==> src/rtl/core/pps_pkg.sv <==
// ---------------------------------------------------------------------------
// Priority scheduler package
// Shared constants, codes and the per-cell command bundle.
// ---------------------------------------------------------------------------
`timescale 1ns / 1ps

package pps_pkg;

  // Default sizing
  localparam int MAX_PROCS_DEF = 16;
  localparam int TIME_BITS_DEF = 16;

  // Fixed field widths of the channel beats
  localparam int BURST_W = 8;
  localparam int PRIO_W  = 8;
  localparam int FTIME_W = 16;
  localparam int PID_W   = 4;

  // Item function codes
  localparam logic FUNC_LOAD = 1'b0;
  localparam logic FUNC_TICK = 1'b1;

  // Update broadcast to the cell row; cmd_id selects the target cell
  typedef struct packed {
    logic               load;   // write a new process entry
    logic               run;    // run the entry for one slot
    logic [BURST_W-1:0] burst;  // burst of the new entry, never zero
    logic [PRIO_W-1:0]  prio;   // priority of the new entry
  } cell_cmd_t;

endpackage

==> src/rtl/core/pps_if.sv <==
// ---------------------------------------------------------------------------
// Priority scheduler channels
// Valid/ready interfaces for the item input and the result output.
// ---------------------------------------------------------------------------
`timescale 1ns / 1ps

interface pps_in_if;
  logic                        valid;
  logic                        ready;
  logic                        func;
  logic [pps_pkg::BURST_W-1:0] burst;
  logic [pps_pkg::PRIO_W-1:0]  priority_req;
  logic [pps_pkg::FTIME_W-1:0] arrival;

  modport source (output valid, func, burst, priority_req, arrival, input ready);
  modport sink   (input valid, func, burst, priority_req, arrival, output ready);
endinterface

interface pps_out_if;
  logic                        valid;
  logic                        ready;
  logic                        load_error;
  logic                        idle;
  logic [pps_pkg::PID_W-1:0]   proc_id;
  logic [pps_pkg::FTIME_W-1:0] slot_time;
  logic [pps_pkg::BURST_W-1:0] remaining;
  logic                        finished;
  logic [pps_pkg::FTIME_W-1:0] turnaround;
  logic [pps_pkg::FTIME_W-1:0] waiting;
  logic [pps_pkg::FTIME_W-1:0] response;

  modport source (output valid, load_error, idle, proc_id, slot_time, remaining,
                  finished, turnaround, waiting, response, input ready);
  modport sink   (input valid, load_error, idle, proc_id, slot_time, remaining,
                  finished, turnaround, waiting, response, output ready);
endinterface

==> src/rtl/core/pps_cell.sv <==
// ---------------------------------------------------------------------------
// Scheduler cell
// Holds one process entry and passes the best ready candidate so far
// (lowest priority number, earliest id on ties) to the next cell.
// ---------------------------------------------------------------------------
`timescale 1ns / 1ps

module pps_cell #(
  parameter int ID_W      = 4,
  parameter int TIME_BITS = pps_pkg::TIME_BITS_DEF,
  parameter int CELL_ID   = 0
) (
  input  logic                       clk,
  input  logic                       rst,
  input  logic [TIME_BITS-1:0]       now,
  input  pps_pkg::cell_cmd_t         cmd,
  input  logic [ID_W-1:0]            cmd_id,
  input  logic [TIME_BITS-1:0]       cmd_time,
  input  logic                       cand_in_valid,
  input  logic [pps_pkg::PRIO_W-1:0] cand_in_prio,
  input  logic [ID_W-1:0]            cand_in_id,
  output logic                       cand_valid,
  output logic [pps_pkg::PRIO_W-1:0] cand_prio,
  output logic [ID_W-1:0]            cand_id,
  output logic [pps_pkg::BURST_W-1:0] rem_burst,
  output logic [pps_pkg::BURST_W-1:0] orig_burst,
  output logic [TIME_BITS-1:0]       arrive_time,
  output logic [TIME_BITS-1:0]       first_run,
  output logic                       started
);

  localparam logic [ID_W-1:0] MY_ID = ID_W'(CELL_ID);

  logic                       live;
  logic [pps_pkg::PRIO_W-1:0] prio;
  logic                       hit;
  logic                       ready_here;
  logic                       take;

  assign hit        = (cmd_id == MY_ID);
  assign ready_here = live && (arrive_time <= now);
  assign take       = ready_here && (!cand_in_valid || (prio < cand_in_prio));

  // Entry state: live and started are control, the rest is payload
  always_ff @(posedge clk) begin
    if (rst) begin
      live    <= 1'b0;
      started <= 1'b0;
    end else if (cmd.load && hit) begin
      live    <= 1'b1;
      started <= 1'b0;
    end else if (cmd.run && hit) begin
      // last slot of the burst frees the entry
      if (rem_burst == pps_pkg::BURST_W'(1)) begin
        live    <= 1'b0;
        started <= 1'b0;
      end else begin
        started <= 1'b1;
      end
    end
  end

  always_ff @(posedge clk) begin
    if (cmd.load && hit) begin
      rem_burst   <= cmd.burst;
      orig_burst  <= cmd.burst;
      prio        <= cmd.prio;
      arrive_time <= cmd_time;
    end else if (cmd.run && hit) begin
      rem_burst <= rem_burst - pps_pkg::BURST_W'(1);
      if (!started) first_run <= now;
    end
  end

  // Candidate stage toward the next cell
  always_ff @(posedge clk) begin
    if (rst) begin
      cand_valid <= 1'b0;
    end else begin
      cand_valid <= cand_in_valid || ready_here;
    end
  end

  always_ff @(posedge clk) begin
    if (take) begin
      cand_prio <= prio;
      cand_id   <= MY_ID;
    end else begin
      cand_prio <= cand_in_prio;
      cand_id   <= cand_in_id;
    end
  end

endmodule

==> src/rtl/core/preemptive_priority_scheduler_unit.sv <==
// ---------------------------------------------------------------------------
// Preemptive priority scheduler
// Process table as a row of cells; load beats add processes, tick beats
// run the best ready process for one slot and report its statistics.
// ---------------------------------------------------------------------------
// A load beat goes from the idle state straight to the commit state, where
// its result is registered. A tick beat passes through the scan state first,
// and its result is registered in the commit state because the winning
// candidate walks the cell row one cell per cycle before the slot is
// committed. The block handles one beat at a time; the result register lets
// the next beat be accepted while the previous result is still waiting on
// the output, and the commit of that next beat waits until the output is
// free. Ids count up from zero and are not reused until reset; proc_id
// carries the low four bits of the id.
`timescale 1ns / 1ps

module preemptive_priority_scheduler_unit #(
  parameter int MAX_PROCS = pps_pkg::MAX_PROCS_DEF,
  parameter int TIME_BITS = pps_pkg::TIME_BITS_DEF
) (
  input  logic      clk,
  input  logic      rst,
  pps_in_if.sink    in_ch,
  pps_out_if.source out_ch
);

  localparam int ID_W  = (MAX_PROCS > 1) ? $clog2(MAX_PROCS) : 1;
  localparam int NID_W = $clog2(MAX_PROCS + 1);
  localparam int CNT_W = ID_W;
  localparam int BW    = pps_pkg::BURST_W;
  localparam int FW    = pps_pkg::FTIME_W;
  localparam logic [TIME_BITS-1:0] TIME_MAX = '1;

  typedef enum logic [1:0] {ST_IDLE, ST_SCAN, ST_FIN} state_t;

  state_t                     state;
  logic [CNT_W-1:0]           cnt;
  logic [NID_W-1:0]           next_id;
  logic [TIME_BITS-1:0]       now;

  // Latched item
  logic                       func_q;
  logic [BW-1:0]              burst_q;
  logic [pps_pkg::PRIO_W-1:0] prio_q;
  logic [TIME_BITS-1:0]       arrival_q;

  // Result register
  logic                       res_valid;
  logic                       res_load_error;
  logic                       res_idle;
  logic [pps_pkg::PID_W-1:0]  res_proc_id;
  logic [FW-1:0]              res_slot_time;
  logic [BW-1:0]              res_remaining;
  logic                       res_finished;
  logic [FW-1:0]              res_turnaround;
  logic [FW-1:0]              res_waiting;
  logic [FW-1:0]              res_response;

  // Cell row
  logic                       chain_valid [MAX_PROCS+1];
  logic [pps_pkg::PRIO_W-1:0] chain_prio  [MAX_PROCS+1];
  logic [ID_W-1:0]            chain_id    [MAX_PROCS+1];
  logic [BW-1:0]              rem_arr     [MAX_PROCS];
  logic [BW-1:0]              orig_arr    [MAX_PROCS];
  logic [TIME_BITS-1:0]       arrive_arr  [MAX_PROCS];
  logic [TIME_BITS-1:0]       first_arr   [MAX_PROCS];
  logic                       started_arr [MAX_PROCS];

  pps_pkg::cell_cmd_t         cmd;
  logic [ID_W-1:0]            cmd_id;

  logic                       in_fire;
  logic                       out_free;
  logic                       fin_go;
  logic                       full;

  // Winner and its statistics
  logic                       win_valid;
  logic [ID_W-1:0]            win_id;
  logic [BW-1:0]              rem_new;
  logic                       win_done;
  logic [TIME_BITS-1:0]       first_t;
  logic [TIME_BITS:0]         tt_full;
  logic [TIME_BITS-1:0]       tt;
  logic [TIME_BITS-1:0]       ob_ext;
  logic [TIME_BITS-1:0]       wait_t;
  logic [TIME_BITS-1:0]       resp_t;

  assign in_ch.ready = (state == ST_IDLE);
  assign in_fire     = in_ch.valid && in_ch.ready;
  assign out_free    = !res_valid || out_ch.ready;
  assign fin_go      = (state == ST_FIN) && out_free;
  assign full        = (next_id >= NID_W'(MAX_PROCS));

  // Head of the row sees no candidate
  assign chain_valid[0] = 1'b0;
  assign chain_prio[0]  = '0;
  assign chain_id[0]    = '0;

  for (genvar g = 0; g < MAX_PROCS; g++) begin : g_cell
    pps_cell #(
      .ID_W      (ID_W),
      .TIME_BITS (TIME_BITS),
      .CELL_ID   (g)
    ) u_cell (
      .clk           (clk),
      .rst           (rst),
      .now           (now),
      .cmd           (cmd),
      .cmd_id        (cmd_id),
      .cmd_time      (arrival_q),
      .cand_in_valid (chain_valid[g]),
      .cand_in_prio  (chain_prio[g]),
      .cand_in_id    (chain_id[g]),
      .cand_valid    (chain_valid[g+1]),
      .cand_prio     (chain_prio[g+1]),
      .cand_id       (chain_id[g+1]),
      .rem_burst     (rem_arr[g]),
      .orig_burst    (orig_arr[g]),
      .arrive_time   (arrive_arr[g]),
      .first_run     (first_arr[g]),
      .started       (started_arr[g])
    );
  end

  // Winner statistics for the slot being committed
  assign win_valid = chain_valid[MAX_PROCS];
  assign win_id    = chain_id[MAX_PROCS];
  assign rem_new   = rem_arr[win_id] - BW'(1);
  assign win_done  = (rem_new == '0);
  assign first_t   = started_arr[win_id] ? first_arr[win_id] : now;
  assign tt_full   = {1'b0, now} + (TIME_BITS+1)'(1) - {1'b0, arrive_arr[win_id]};
  assign tt        = tt_full[TIME_BITS] ? TIME_MAX : tt_full[TIME_BITS-1:0];
  assign ob_ext    = TIME_BITS'(orig_arr[win_id]);
  assign wait_t    = (tt >= ob_ext) ? (tt - ob_ext) : '0;
  assign resp_t    = first_t - arrive_arr[win_id];

  // Commit broadcast to the cells
  always_comb begin
    cmd.load  = fin_go && (func_q == pps_pkg::FUNC_LOAD) && !full;
    cmd.run   = fin_go && (func_q == pps_pkg::FUNC_TICK) && win_valid;
    cmd.burst = (burst_q == '0) ? BW'(1) : burst_q;
    cmd.prio  = prio_q;
    cmd_id    = (func_q == pps_pkg::FUNC_LOAD) ? next_id[ID_W-1:0] : win_id;
  end

  // Sequencer, time, id counter and result register
  always_ff @(posedge clk) begin
    if (rst) begin
      state     <= ST_IDLE;
      cnt       <= '0;
      next_id   <= '0;
      now       <= '0;
      res_valid <= 1'b0;
    end else begin
      // result beat: set on commit, cleared when taken
      if (fin_go) begin
        res_valid <= 1'b1;
      end else if (out_ch.ready) begin
        res_valid <= 1'b0;
      end
      unique case (state)
        ST_IDLE: begin
          cnt <= '0;
          if (in_fire) begin
            state <= (in_ch.func == pps_pkg::FUNC_TICK) ? ST_SCAN : ST_FIN;
          end
        end
        ST_SCAN: begin
          cnt <= cnt + CNT_W'(1);
          if (cnt == CNT_W'(MAX_PROCS - 1)) state <= ST_FIN;
        end
        ST_FIN: begin
          if (out_free) begin
            state <= ST_IDLE;
            if (func_q == pps_pkg::FUNC_LOAD) begin
              if (!full) next_id <= next_id + NID_W'(1);
            end else if (now != TIME_MAX) begin
              now <= now + TIME_BITS'(1);
            end
          end
        end
        default: state <= ST_IDLE;
      endcase
    end
  end

  // Item capture
  always_ff @(posedge clk) begin
    if (in_fire) begin
      func_q    <= in_ch.func;
      burst_q   <= in_ch.burst;
      prio_q    <= in_ch.priority_req;
      arrival_q <= TIME_BITS'(in_ch.arrival);
    end
  end

  // Result payload
  always_ff @(posedge clk) begin
    if (fin_go) begin
      res_load_error <= 1'b0;
      res_idle       <= 1'b0;
      res_proc_id    <= '0;
      res_slot_time  <= '0;
      res_remaining  <= '0;
      res_finished   <= 1'b0;
      res_turnaround <= '0;
      res_waiting    <= '0;
      res_response   <= '0;
      if (func_q == pps_pkg::FUNC_LOAD) begin
        if (full) res_load_error <= 1'b1;
        else      res_proc_id    <= pps_pkg::PID_W'(next_id);
      end else begin
        res_slot_time <= FW'(now);
        if (!win_valid) begin
          res_idle <= 1'b1;
        end else begin
          res_proc_id   <= pps_pkg::PID_W'(win_id);
          res_remaining <= rem_new;
          if (win_done) begin
            res_finished   <= 1'b1;
            res_turnaround <= FW'(tt);
            res_waiting    <= FW'(wait_t);
            res_response   <= FW'(resp_t);
          end
        end
      end
    end
  end

  assign out_ch.valid      = res_valid;
  assign out_ch.load_error = res_load_error;
  assign out_ch.idle       = res_idle;
  assign out_ch.proc_id    = res_proc_id;
  assign out_ch.slot_time  = res_slot_time;
  assign out_ch.remaining  = res_remaining;
  assign out_ch.finished   = res_finished;
  assign out_ch.turnaround = res_turnaround;
  assign out_ch.waiting    = res_waiting;
  assign out_ch.response   = res_response;

  // Checks
  a_result_from_fin: assert property (@(posedge clk) disable iff (rst)
    $rose(res_valid) |-> $past(state == ST_FIN))
    else $error("result beat appeared without a commit");

  a_idle_not_finished: assert property (@(posedge clk) disable iff (rst)
    res_valid |-> !(res_idle && res_finished))
    else $error("idle tick reported a finished process");

  a_one_command: assert property (@(posedge clk) disable iff (rst)
    !(cmd.load && cmd.run))
    else $error("load and run committed together");

  a_id_bound: assert property (@(posedge clk) disable iff (rst)
    next_id <= NID_W'(MAX_PROCS))
    else $error("id counter ran past the table size");

endmodule
==> src/flat_wrapper.sv <==
// flat-port wrapper written by rule: the top's interface ports become plain ports
module preemptive_priority_scheduler_unit_flat 
#(
  parameter int MAX_PROCS = pps_pkg::MAX_PROCS_DEF,
  parameter int TIME_BITS = pps_pkg::TIME_BITS_DEF
)
  (clk, rst, in_ch_valid, in_ch_func, in_ch_burst, in_ch_priority_req, in_ch_arrival, in_ch_ready, out_ch_valid, out_ch_load_error, out_ch_idle, out_ch_proc_id, out_ch_slot_time, out_ch_remaining, out_ch_finished, out_ch_turnaround, out_ch_waiting, out_ch_response, out_ch_ready);
  pps_in_if in_ch_i ();
  pps_out_if out_ch_i ();
  input  logic clk;
  input  logic rst;
  input wire logic [$bits(in_ch_i.valid)-1:0] in_ch_valid;
  input wire logic [$bits(in_ch_i.func)-1:0] in_ch_func;
  input wire logic [$bits(in_ch_i.burst)-1:0] in_ch_burst;
  input wire logic [$bits(in_ch_i.priority_req)-1:0] in_ch_priority_req;
  input wire logic [$bits(in_ch_i.arrival)-1:0] in_ch_arrival;
  output wire logic [$bits(in_ch_i.ready)-1:0] in_ch_ready;
  output wire logic [$bits(out_ch_i.valid)-1:0] out_ch_valid;
  output wire logic [$bits(out_ch_i.load_error)-1:0] out_ch_load_error;
  output wire logic [$bits(out_ch_i.idle)-1:0] out_ch_idle;
  output wire logic [$bits(out_ch_i.proc_id)-1:0] out_ch_proc_id;
  output wire logic [$bits(out_ch_i.slot_time)-1:0] out_ch_slot_time;
  output wire logic [$bits(out_ch_i.remaining)-1:0] out_ch_remaining;
  output wire logic [$bits(out_ch_i.finished)-1:0] out_ch_finished;
  output wire logic [$bits(out_ch_i.turnaround)-1:0] out_ch_turnaround;
  output wire logic [$bits(out_ch_i.waiting)-1:0] out_ch_waiting;
  output wire logic [$bits(out_ch_i.response)-1:0] out_ch_response;
  input wire logic [$bits(out_ch_i.ready)-1:0] out_ch_ready;
  assign in_ch_i.valid = in_ch_valid;
  assign in_ch_i.func = in_ch_func;
  assign in_ch_i.burst = in_ch_burst;
  assign in_ch_i.priority_req = in_ch_priority_req;
  assign in_ch_i.arrival = in_ch_arrival;
  assign in_ch_ready = in_ch_i.ready;
  assign out_ch_valid = out_ch_i.valid;
  assign out_ch_load_error = out_ch_i.load_error;
  assign out_ch_idle = out_ch_i.idle;
  assign out_ch_proc_id = out_ch_i.proc_id;
  assign out_ch_slot_time = out_ch_i.slot_time;
  assign out_ch_remaining = out_ch_i.remaining;
  assign out_ch_finished = out_ch_i.finished;
  assign out_ch_turnaround = out_ch_i.turnaround;
  assign out_ch_waiting = out_ch_i.waiting;
  assign out_ch_response = out_ch_i.response;
  assign out_ch_i.ready = out_ch_ready;
  preemptive_priority_scheduler_unit #(.MAX_PROCS(MAX_PROCS), .TIME_BITS(TIME_BITS)) u_core (.clk(clk), .rst(rst), .in_ch(in_ch_i), .out_ch(out_ch_i));
endmodule
==> config.mk <==
export PLATFORM = sky130hd
export DESIGN_NAME = preemptive_priority_scheduler_unit_flat
export DESIGN_NICKNAME = d
export VERILOG_FILES = /design/src/rtl/core/pps_pkg.sv /design/src/rtl/core/pps_if.sv /design/src/rtl/core/pps_cell.sv /design/src/rtl/core/preemptive_priority_scheduler_unit.sv /design/src/flat_wrapper.sv
export SDC_FILE = /design/constraint.sdc
export NUM_CORES = 2
export LEC_CHECK = 0
export ABC_CLOCK_PERIOD_IN_PS = 18500
export BUFFER_PORTS_ARGS = -buffer_cell sky130_fd_sc_hd__buf_2
export CAP_MARGIN = 5
export CELL_PAD_IN_SITES_DETAIL_PLACEMENT = 1
export CELL_PAD_IN_SITES_GLOBAL_PLACEMENT = 2
export CORE_MARGIN = 5
export CORE_UTILIZATION = 35
export DETAILED_ROUTE_END_ITERATION = 6
export PLACE_DENSITY = 0.66
export REMOVE_ABC_BUFFERS = 1
export SYNTH_ARGS = -nofsm -noshare
export SYNTH_HDL_FRONTEND = slang
export SYNTH_HIERARCHICAL = 1
export SYNTH_SLANG_ARGS = --single-unit
==> constraint.sdc <==
create_clock -name clk -period 18.5 [get_ports clk]
set_input_delay 2.775 -clock clk [delete_from_list [all_inputs] [get_ports clk]]
set_output_delay 2.775 -clock clk [all_outputs]
set_load 0.01 [all_outputs]
======== Word-level counts from Yosys, hierarchy flattened ========
Cells that the tools add are included.
storage, ports and cells
  output and inout bits ................... 81
  register bits ........................... 1,264
operators by class
  magnitude comparators ................... 34
  equality and inequality tests ........... 38
  reductions and logical operators ........ 209
  $add $sub $neg .......................... 24
  mux-type cells .......................... 144
  bitwise logic cells ..................... 35
operators with widths
  kind                                                  count
  2-to-1 mux 8 bit                                      51
  less-or-equal comparator 16 bit                       16
  subtractor 8 x 1 -> 8 bit (second input constant)     17
  binary-select mux 16 bit (select 4 bit)               2
  equality test 8 x 1 -> 1 bit (second input constant)  16
  < comparator 8 bit                                    15
  2-to-1 mux 16 bit                                     6
  2-to-1 mux 1 bit                                      72
  logical AND 1 bit                                     69
  nonzero test 2 bit                                    34
  binary-select mux 8 bit (select 4 bit)                2
  AND reduction 3 bit                                   18
  equality test 4 bit (second input constant)           9
  inverter 1 bit                                        34
  AND reduction 2 bit                                   17
  OR reduction 2 bit                                    16
  logical OR 1 bit                                      31
  adder 16 x 1 -> 17 bit (second input constant)        1
  logical NOT 1 bit                                     17
  subtractor 17 x 16 -> 17 bit                          1
  adder 16 x 1 -> 16 bit (second input constant)        1
  equality test 4 x 3 -> 1 bit (second input constant)  4
  >= comparator 16 x 8 -> 1 bit                         1
  logical NOT 8 bit                                     2
  21 further kinds                                      32

======== Longest topological paths before layout ========
  depth after elaboration ................. 8
  depth in mapped cells ................... 32
  mapped depth without buffers ............ 22

======== Modules after synthesis ========
Netlist, hierarchy kept.
modules (own cells, without submodules)
  module                                   seq. area each (um2)  cells each  times used  area an instance (um2)
  pps_cell (u_core.g_cell[10].u_cell ...)  1,981.9               217         6           3,011.6
  pps_cell (u_core.g_cell[15].u_cell ...)  1,981.9               216         5           3,011.6
  preemptive_priority_scheduler_unit       3,923.8               1,039       1           13,643.1
  pps_cell (u_core.g_cell[11].u_cell ...)  1,981.9               216         4           3,012.9
  pps_cell (u_core.g_cell[0].u_cell)       1,981.9               216         1           3,014.1

======== Worst setup path before layout ========
No wires, ideal clock.
  path type ............................... register -> register
  start point ............................. register u_core.g_cell[15].u_cell.cand_id[0]
  end point ............................... register u_core.res_waiting[11], in the netlist u_core/out_ch.waiting[11], data pin
  data required time ...................... 18,229 ps
  clock period less this slack ............ 7,553 ps
  setup time .............................. 271 ps
  stages on the path, launching flop included .. 30
  arrival time ............................ 7,282 ps
  buffers on the path ..................... 9
  setup slack ............................. 10,947 ps
  cells stage by stage .................... dfxtp_1 buf_6 buf_6 buf_4 buf_4 buf_2 buf_2 buf_2 mux4_2 mux4_2 inv_1 ha_1 ha_1 clkbuf_1 nand2_1 nor4_1 o21a_1 nor3_1 nor3_1 clkbuf_1 nand2b_1 ha_1 nor2b_1 o31a_1 or3_1 a21o_1 a21o_1 a2111oi_0 a21o_1 a21oi_1
on the way
  longest elaborated chain between the ends .. 8
  elaborated cells between the ends (all ways) .. 17
  classes of those cells .................. add/sub: 3; order compare: 1; mux: 10; bitwise: 1; reduce/logical: 2
ends and longest elaborated chain
  element                                                   RTL line                                   RTL
  start, declared                                           pps_cell.sv:24                             output logic [ID_W-1:0] cand_id,
  start signal, assigned                                    pps_cell.sv:90                             cand_id <= cand_in_id;
  inverter 4 -> 5 bit (implied by the code) (*)             preemptive_priority_scheduler_unit.sv:132  assign tt_full = {1'b0, now} + (TIME_BITS+1)'(1) - {1'b0, arrive_arr[win_id]};
  binary-select mux 16 bit (select 4 bit) (*)               preemptive_priority_scheduler_unit.sv:132
  2-to-1 mux 16 bit (implied by the code) (*) (2 in a row)  preemptive_priority_scheduler_unit.sv:132
  subtractor 17 x 16 -> 17 bit (*)                          preemptive_priority_scheduler_unit.sv:132
  2-to-1 mux 16 bit (*)                                     preemptive_priority_scheduler_unit.sv:133  assign tt = tt_full[TIME_BITS] ? TIME_MAX : tt_full[TIME_BITS-1:0];
  named net u_core.tt[1]                                    preemptive_priority_scheduler_unit.sv:84   logic [TIME_BITS-1:0] tt;
  >= comparator 16 x 8 -> 1 bit                             preemptive_priority_scheduler_unit.sv:135  assign wait_t = (tt >= ob_ext) ? (tt - ob_ext) : '0;
  AND reduction 4 bit (no source line)                      n/a
  end signal, assigned                                      preemptive_priority_scheduler_unit.sv:223  res_waiting <= FW'(wait_t);
  end, declared                                             preemptive_priority_scheduler_unit.sv:56   logic [FW-1:0] res_waiting;
Mark *: on every way through the listed nets, which the timed path passes. The rest lies on a longest branch. The select of a mux whose other input is x is not followed.
A chain may end at the register's enable or synchronous reset.

======== Final worst setup path ========
  start point ............................. register u_core.g_cell[15].u_cell.cand_id[0]
  end point ............................... register u_core.res_waiting[15], in the netlist u_core/out_ch.waiting[15], data pin
on the way
  longest elaborated chain between the ends .. 8
  elaborated cells between the ends (all ways) .. 17
  classes of those cells .................. add/sub: 3; order compare: 1; mux: 10; bitwise: 1; reduce/logical: 2
ends and longest elaborated chain
  element                                               RTL line
  inverter 4 -> 5 bit (implied by the code) (*)         preemptive_priority_scheduler_unit.sv:129, preemptive_priority_scheduler_unit.sv:132, preemptive_priority_scheduler_unit.sv:134
  binary-select mux 16 bit (select 4 bit)               preemptive_priority_scheduler_unit.sv:132
  2-to-1 mux 16 bit (implied by the code) (2 in a row)  preemptive_priority_scheduler_unit.sv:132
  subtractor 17 x 16 -> 17 bit                          preemptive_priority_scheduler_unit.sv:132
  2-to-1 mux 16 bit                                     preemptive_priority_scheduler_unit.sv:133
  >= comparator 16 x 8 -> 1 bit                         preemptive_priority_scheduler_unit.sv:135
  AND reduction 4 bit (no source line)                  n/a
Every way passes the cells marked *; elsewhere a longest branch is shown, timed or not. The select of a mux whose other input is x is not followed.

==> metrics.txt <==
# TYPE chip_impl_metric gauge
chip_impl_info{name="outcome",value="finished clean"} 1
chip_impl_metric{name="regToRegSetupSlack",unit="ns"} 9.34
chip_impl_metric{name="synthesis.area",unit="um2"} 61600
chip_impl_metric{name="die_area",unit="um2"} 184000
chip_impl_metric{name="rr_worst_depth",unit=""} 24
chip_impl_metric{name="initial_utilization",unit=""} 0.351
chip_impl_metric{name="final_net_count",unit=""} 5241
chip_impl_metric{name="floorplan.io_pins",unit=""} 118
chip_impl_metric{name="fin_cells",unit=""} 7202
chip_impl_info{name="cts_root_buf",value="sky130_fd_sc_hd__clkbuf_16"} 1
chip_impl_metric{name="grt_first_pass_wirelength",unit="um"} 277000
chip_impl_metric{name="clk_latency",unit="ns"} 0.82
chip_impl_metric{name="cts_resized",unit=""} 0
chip_impl_metric{name="htree_levels",unit=""} 4
chip_impl_metric{name="dpl_worst_slack",unit="ns"} 9.19
chip_impl_metric{name="routed_wirelength",unit="um"} 190000
chip_impl_info{name="worst_setup_path_end_kind",value="flop"} 1
chip_impl_metric{name="drv_cap",unit=""} 0
chip_impl_metric{name="first_global_vias",unit=""} 39700
chip_impl_metric{name="clock.fmax",unit="MHz"} 109
chip_impl_metric{name="vias_per_cell",unit=""} 5.24
chip_impl_metric{name="dp_hpwl",unit="um"} 132000
chip_impl_metric{name="finalWorstSetupSlack",unit="ns"} 9.34
chip_impl_metric{name="vdd_drop_max",unit="mV"} 0.0657
chip_impl_metric{name="initialDrtViolationCount",unit=""} 2767
chip_impl_metric{name="tritoncts.num_buffers",unit=""} 148
chip_impl_info{name="worstSetupEndpoint",value="u_core/out_ch.waiting[15]"} 1
chip_impl_metric{name="cts.sink_count",unit=""} 1268
chip_impl_metric{name="tightestPinTransition",unit="ns"} 1.31
chip_impl_metric{name="layout_min_cycle_time",unit="ns"} 9.16
chip_impl_metric{name="slew-limit-headroom",unit=""} 0.120
chip_impl_info{name="worst_r2r_endpoint",value="u_core/out_ch.waiting[15]"} 1
chip_impl_metric{name="hold_violations",unit=""} 0
chip_impl_info{name="start_kind",value="flop"} 1
chip_impl_info{name="tritoncts_clock_tree",value="done"} 1
chip_impl_info{name="critical_path.cell_chain",value="buf_4 -> buf_4 -> mux4_2 -> mux4_2 -> inv_1 -> ha_1 -> ha_1 -> a211oi_1 -> o21bai_1 -> o21ai_1 -> a21oi_1 -> or3_1 -> nor2_1 -> ha_1 -> inv_1 -> fa_1 -> a21o_1 -> a21o_1 -> a221oi_1 -> o21ai_0 -> a21oi_1 -> nand4_1 -> o31ai_4 -> nor3_1"} 1
chip_impl_metric{name="cts.clk_slew.worst_paths",unit="ns"} 0.06
chip_impl_metric{name="ant_nets",unit=""} 0
chip_impl_metric{name="dp.cells",unit=""} 6931
chip_impl_metric{name="grt_max_degree",unit=""} 110
chip_impl_metric{name="setup_tns_final",unit="ns"} 0
chip_impl_info{name="most_frequent_standard_cell_in_the_layout_excluding_fill_and_tap_cells",value="sky130_fd_sc_hd__edfxtp_1"} 1
chip_impl_info{name="grt_setup_unrepaired",value="false"} 1
chip_impl_metric{name="post_synth_inst_count",unit=""} 4485
chip_impl_metric{name="grt.total_usage",unit=""} 0.204
chip_impl_metric{name="met1_length",unit="um"} 84100
chip_impl_metric{name="cts_hold_buf",unit=""} 0
chip_impl_metric{name="floorplan.die.width",unit="um"} 429
chip_impl_metric{name="dr_total_vias",unit=""} 37700
chip_impl_metric{name="globalplace.congestion",unit=""} 0.836
chip_impl_metric{name="grt_overflow",unit=""} 0
chip_impl_info{name="cp-startpoint",value="u_core/g_cell[15].u_cell/cand_id[0]"} 1
chip_impl_metric{name="synth_area_per_cell",unit="um2"} 13.7
chip_impl_metric{name="floorplan.die.height",unit="um"} 429
chip_impl_info{name="timing.setup.critical_path_class",value="flop to flop"} 1
chip_impl_metric{name="clock-skew-final",unit="ns"} 0.0513
chip_impl_metric{name="area_growth_syn_to_layout",unit="%"} 13.9
chip_impl_metric{name="layout-drive-gt1-share",unit=""} 0.181
chip_impl_metric{name="layout.filler_cells",unit=""} 18100
chip_impl_metric{name="post-cts-setup-buffer-count",unit=""} 0
chip_impl_info{name="cpMaxStageDelayCell",value="sky130_fd_sc_hd__buf_4"} 1
chip_impl_metric{name="number_of_buffers_on_the_longest_clock_path",unit=""} 3
chip_impl_metric{name="avgRoutedWirePerCell",unit="um"} 26.4
chip_impl_metric{name="first_pass_iters",unit=""} 5
chip_impl_metric{name="wl_met3",unit="um"} 10800
chip_impl_metric{name="finalMaxSlewViolations",unit=""} 0
chip_impl_info{name="dr.max_layer_used",value="met5"} 1
chip_impl_metric{name="grt_antenna_before_repair",unit=""} 3
chip_impl_metric{name="setup_viol",unit=""} 0
chip_impl_info{name="most-common-layout-cells",value="1008 x sky130_fd_sc_hd__edfxtp_1, 471 x sky130_fd_sc_hd__inv_1, 460 x sky130_fd_sc_hd__ha_1, 318 x sky130_fd_sc_hd__a21oi_1, 261 x sky130_fd_sc_hd__nor2_1"} 1
chip_impl_metric{name="fp-row-count",unit=""} 154
chip_impl_metric{name="critPathMaxFanout",unit=""} 42
chip_impl_info{name="min_path_type",value="flop to flop"} 1
chip_impl_info{name="reg2reg_from",value="u_core/g_cell[15].u_cell/cand_id[0]"} 1
chip_impl_metric{name="numPortBuffers",unit=""} 117
chip_impl_metric{name="yosysWarnings",unit=""} 6
chip_impl_metric{name="remaining_design_rule_violation_count",unit=""} 0
chip_impl_metric{name="core-area",unit="um2"} 176000
chip_impl_metric{name="period_share",unit=""} 0.495
chip_impl_metric{name="cellPowerDensity",unit="nW/um2"} 91.1
chip_impl_metric{name="critPathRequiredTime",unit="ns"} 19.02
chip_impl_metric{name="worst_path_largest_cell_delay",unit="ns"} 0.86
chip_impl_info{name="crit_top_cell",value="sky130_fd_sc_hd__ha_1"} 1
chip_impl_metric{name="cp.arrival",unit="ns"} 9.68
chip_impl_metric{name="wl_met2",unit="um"} 88200
chip_impl_metric{name="cellLeakagePower",unit="nW"} 25.4
## sequential cells by signal (all words and copies together), names as in the netlist, 64 cells and up
register,cells
u_core/g_cell.u_cell/arrive_time,256
u_core/g_cell.u_cell/cand_id,64
u_core/g_cell.u_cell/cand_prio,120
u_core/g_cell.u_cell/first_run,256
u_core/g_cell.u_cell/orig_burst,128
u_core/g_cell.u_cell/prio,128
u_core/g_cell.u_cell/rem_burst,128
## per-layer routing
layer	GRT usage	vias up
li1	-	17200
met1	0.273	19400
met2	0.327	913
met3	0.0432	263
met4	0.0753	2
met5	0	-
## critical path, delay by kind of cell, from the launching register on
family,cells,cell delay [ns]
adder cells (fa/ha/maj),4,1.18
buffers and inverters,4,1.86
AO/OA/AOI/OAI,10,2.77
flip-flops,1,0.77
multiplexers,2,1.11
AND/OR/NAND/NOR,4,1.05
## area by class of cell
type,count,area (um2),area share
Clock buffer,202,4050,0.0577
Antenna cell,1,2.50,0.0000357
Sequential cell,1268,35500,0.506
Clock inverter,68,797,0.0114
Tap cell,2340,2930,0.0417
Multi-Input combinational cell,2638,23800,0.340
Inverter,489,1840,0.0262
Timing Repair Buffer,196,1190,0.0170
## stage by stage
stage / util / cell area (um2) / power [W] / hold WS [ns]
after global routing: 0.400 / 70100 / 0.00664 / 0.418
final: 0.400 / 70100 / 0.00639 / 0.403
after CTS: 0.399 / 70100 / 0.00649 / 0.407
after detailed placement: 0.372 / 65300 / 0.00354 / 0.394
after floorplan: - / 61000 / 0.00343 / 0.386
after global placement: 0.372 / 65300 / 0.00354 / 0.395
## report_power, final
part,internal (W),switching (W),leakage (nW)
Combinational,0.000142,0.000182,11.7
Sequential,0.00310,0.0000478,11.3
Clock,0.00168,0.00124,2.37
## worst min path at each step
stage	start	end	slack [ns]	cells after the start
after floorplan	u_core/g_cell[9].u_cell/cand_id[1]	u_core/g_cell[10].u_cell/cand_id[1]	0.39	1
after global placement	u_core/g_cell[2].u_cell/cand_id[1]	u_core/g_cell[3].u_cell/cand_id[1]	0.39	1
after detailed placement	u_core/g_cell[1].u_cell/cand_id[1]	u_core/g_cell[2].u_cell/cand_id[1]	0.39	1
after CTS	u_core/g_cell[1].u_cell/cand_id[1]	u_core/g_cell[2].u_cell/cand_id[1]	0.41	1
after global routing	u_core/g_cell[3].u_cell/cand_id[2]	u_core/g_cell[4].u_cell/cand_id[2]	0.42	1
final	u_core/g_cell[1].u_cell/cand_id[1]	u_core/g_cell[2].u_cell/cand_id[1]	0.40	1
Note: power is estimated with default switching activity, not from simulation.
